### config.mk
export PLATFORM = sky130hd
export DESIGN_NAME = ogn_perm_ram
export DESIGN_NICKNAME = d
export VERILOG_FILES = /design/src/design/ogn_pkg.sv /design/src/design/ogn_perm_ram.sv
export SDC_FILE = /design/constraint.sdc
export NUM_CORES = 2
export LEC_CHECK = 0
export BUFFER_PORTS_ARGS = -buffer_cell sky130_fd_sc_hd__buf_4
export CAP_MARGIN = 30
export CORE_ASPECT_RATIO = 1.2
export CORE_MARGIN = 2
export CORE_UTILIZATION = 43
export CTS_CLUSTER_DIAMETER = 120
export CTS_CLUSTER_SIZE = 40
export DETAILED_ROUTE_END_ITERATION = 6
export MAX_ROUTING_LAYER = met4
export PLACE_DENSITY = 0.7
export SYNTH_ARGS = -nofsm -noshare
export SYNTH_HDL_FRONTEND = slang
export SYNTH_SLANG_ARGS = --single-unit
### constraint.sdc
create_clock -name clk -period 2.16 [get_ports clk]
set_clock_uncertainty 0.2 [all_clocks]
set_input_delay 0.108 -clock clk [delete_from_list [all_inputs] [get_ports clk]]
set_output_delay 0.108 -clock clk [all_outputs]
set_load 0.05 [all_outputs]
### src/design/ogn_pkg.sv
`default_nettype none
package ogn_pkg;

	// Defaults for the top-level parameters
	localparam int MAX_OCTAVES_DEF = 8;
	localparam int FRAC_BITS_DEF   = 16;

	// Permutation table geometry
	localparam int TABLE_DEPTH = 512;
	localparam int TABLE_AW    = 9;
	localparam int TABLE_DW    = 8;

	// Amplitude: unsigned Q18.14
	localparam int AMP_W    = 32;
	localparam int AMP_FRAC = 14;
	localparam int PERS_W   = 16;
	localparam int OCNT_W   = 4;

	// Result: signed Q2.14, quotient magnitude bits before saturation
	localparam int OUT_W  = 16;
	localparam int QUOT_W = 17;

	// Configuration register indexes
	localparam logic CFG_OCTAVE_COUNT = 1'b0;
	localparam logic CFG_PERSISTENCE  = 1'b1;

	localparam logic [OCNT_W-1:0] OCTAVE_COUNT_RST = 4'd1;
	localparam logic [PERS_W-1:0] PERSISTENCE_RST  = 16'd16384;

	// Command codes
	localparam logic CMD_WRITE = 1'b0;
	localparam logic CMD_EVAL  = 1'b1;

	// Gradient selection from the low two hash bits
	localparam logic [1:0] GRAD_X    = 2'd0;
	localparam logic [1:0] GRAD_XY   = 2'd1;
	localparam logic [1:0] GRAD_Y    = 2'd2;
	localparam logic [1:0] GRAD_YMX  = 2'd3;

	typedef enum logic [3:0] {
		S_IDLE,
		S_RD0,
		S_RD1,
		S_RD2,
		S_RD3,
		S_LY0,
		S_LY1,
		S_LX,
		S_ACC,
		S_DIV0,
		S_DIV,
		S_FIN,
		S_OUT
	} state_t;

endpackage
`default_nettype wire

### src/design/ogn_perm_ram.sv
`default_nettype none
// Permutation table: one write port, two registered read ports
module ogn_perm_ram (
	input  wire logic                         clk,
	input  wire logic                         we,
	input  wire logic [ogn_pkg::TABLE_AW-1:0] waddr,
	input  wire logic [ogn_pkg::TABLE_DW-1:0] wdata,
	input  wire logic [ogn_pkg::TABLE_AW-1:0] raddr_a,
	input  wire logic [ogn_pkg::TABLE_AW-1:0] raddr_b,
	output logic      [ogn_pkg::TABLE_DW-1:0] rdata_a,
	output logic      [ogn_pkg::TABLE_DW-1:0] rdata_b
);

	logic [ogn_pkg::TABLE_DW-1:0] mem [ogn_pkg::TABLE_DEPTH];

	// Write port
	always_ff @(posedge clk) begin
		if (we) begin
			mem[waddr] <= wdata;
		end
	end

	// Read ports, registered
	always_ff @(posedge clk) begin
		rdata_a <= mem[raddr_a];
		rdata_b <= mem[raddr_b];
	end

endmodule
`default_nettype wire

==> flow_summary.ini <==
[detailed_routing]
via_per_inst = 6.65
first_pass_iters = 7
wl_per_cell_um = 35.3
antenna_left = 0
routed_wl_mm = 687
drtIter0Drc = 20388
vias = 129448
drc_errors = 1

[cells_and_area]
layout_common_cells = 4096 x edfxtp_1, 2295 x buf_4, 1390 x mux2i_1
fin_nets = 13410
num-fill-cells = 36988
fin_area_mm2 = 0.229
area_delta_synth_final_pct = 17.0
layout-drive-gt1-share_pct = 34.2
mostFrequentLayoutCell = edfxtp_1

[setup_path]
critPathCaptureType = flop
cp.arrival_ns = 3.71
crit_type = flop to flop
start_kind = flop
worstPathRequired_ns = 2.77
crit_fanout = 3

[cts]
cts_buffers = 112
clock_sinks = 4112
clock_path_buffers = 3
clkTransAtPathRegs_ns = 0.15
cts_max_level = 3
clk_latency_ns = 0.93
cts_root_buffer = clkbuf_16
cts_tree = built

[yosys]
synth_edf_count = 4096
synth_nets = 11488
ys_warn_count = 0
synth_seq_area_share_pct = 63.0
synth_top_area_share_pct = 62.9
avgSynthCellArea_um2 = 17.1
ys_ff_latch = 4112
synth_cell_types = 80
synth_cells = 11451
synth_area_leaders = edfxtp_1 63%, mux4_2 16%, mux2i_1 7.1%
synth_area_leader_cell = edfxtp_1
async_flop_share_pct = 0
syn_area_mm2 = 0.196
synth_ff_type = edfxtp_1

[placement]
dp_hpwl_mm = 500
dp_slack_ns = -1.81
io_buffers = 52
place_area_mm2 = 0.223
gp_congestion = 1.04

[pwr]
powerDensity_mw_per_mm2 = 610
p_leak_uw = 0.0768
vdd_ir_drop_max_uv = 1280

[global_route]
globalRoute.totalOverflow = 0
grt_max_degree = 128
antenna_found_initial = 46
grt_use_total_pct = 30.1
grt_pass1_wl_mm = 955
grt_pass1_vias = 127057

[floorplanning]
io_pins = 53
initial_core_util_pct = 43.1
fp.dieH_um = 743
die_area_mm2 = 0.461
core_area_mm2 = 0.454
row_count = 271
fp.dieW_um = 620

[run_status]
status = complete, but fails checks
violations = DRC, setup timing

[timing]
min_period_ns = 3.09
setup_viol = 38
fmax_mhz = 323
hold_viol = 0
worst_pin_slew_ns = 1.07
slew_headroom_pct = 28.3
fin_ws_ns = -0.934
fin_crit_sh_pct = 143
finalMaxSlewViolations = 0
hold_ws_ns = 0.0383
rsz0062_at_grt = yes

[run]
maxCapViolCount = 0

[hold_path]
min_path_type = input port to flop
## critical path, cell delays in order, from the launching register on
cell	delay, ns
edfxtp_1	0.41
mux4_2	0.54
or3_4	0.38
o22ai_4	0.18
nor4_2	0.07
nand4_1	0.28
nand4_1	0.54
and3_1	0.40
## metrics by stage
stage | util, % | std cells | setup TNS (ns) | total power (uW)
final | 50.5 | 19477 | -8.34 | 140000
after global routing | 50.4 | 19472 | -8.87 | 142000
after CTS | 50.2 | 19427 | -20.20 | 139000
after detailed placement | 49.2 | 19230 | -40.42 | 108000
after global placement | 49.2 | 19229 | -36.89 | 107000
after floorplan | - | 11451 | -0.723 | 98300
## synth_stat cells, types with 28 or more instances
cell / count
buf_1: 79
a2111oi_0: 29
nor3_1: 379
nor2_1: 679
nand4_1: 82
o221ai_1: 511
buf_6: 160
a211oi_1: 115
o22ai_1: 380
o31ai_1: 29
mux4_2: 1379
and2_1: 52
a22oi_1: 36
nand2b_1: 32
o21ai_0: 155
a21oi_1: 284
nand3_1: 76
buf_4: 90
mux2i_1: 1393
a31oi_1: 28
nand2_1: 285
clkbuf_1: 426
buf_2: 152
nor4_1: 92
edfxtp_1: 4096
## power breakdown
| group | switching (uW) | internal, uW | leakage [uW] |
|---|---|---|---|
| clock network | 23000 | 9960 | 0.00149 |
| logic | 11100 | 7540 | 0.0384 |
| registers | 298 | 87800 | 0.0369 |
## worst paths after layout
check	start	to	slack [ns]	cells past startpoint
setup / recovery	mem[371][5]	rdata_b[5]	-0.93	7
hold / removal	wdata[1]	mem[122][1]	0.04	2
setup reg to reg	mem[371][5]	rdata_b[5]	-0.93	7
hold reg to reg	mem[186][6]	rdata_a[6]	1.07	5
## state kept, by name, indices dropped and copies added (netlist names)
name     count
rdata_b      8
mem       4096
rdata_a      8
## layer usage
layer	global-route usage, %	share of wire [%]
met2	46.4	47
met1	37.6	35
met5	-	0
met3	6.13	12
met4	16.4	6.7
## cell families (layout without fill, tap and decap cells)
logic type | after synthesis | count (layout) | synth area share [%]
DFF | 4112 | 4112 | 63.0
muxes | 2780 | 2780 | 23.1
and+or+nand+nor | 1823 | 1823 | 4.41
AOI/OAI and AO/OA | 1775 | 1775 | 6.42
buffers and inverters | 961 | 2944 | 3.06
other | 0 | 37 | 0
## cell type report
| class | instances | area [um^2] | area share (%) |
|---|---|---|---|
| flip-flops and latches | 4112 | 123000 | 53.9 |
| multi-input cells | 6378 | 68800 | 30.0 |
| repair buffers | 2762 | 26000 | 11.4 |
| well taps | 6006 | 7510 | 3.28 |
| clock buffers | 170 | 3060 | 1.34 |
| diodes | 37 | 92.6 | 0.0405 |
| inverters | 7 | 51.3 | 0.0224 |
| clock inverters | 5 | 46.3 | 0.0202 |
## timing repair
item | in CTS | in global routing
gates resized for setup | 264 | 146
setup buffers | 9 | 14
endpoints found under the setup margin | 27 | 349
hold endpoints to repair | 4543 | 34
hold buffers | 31 | 4
pin swaps | 106 | 87
cloned | 0 | 1
Power figures use the tool's default switching activity.
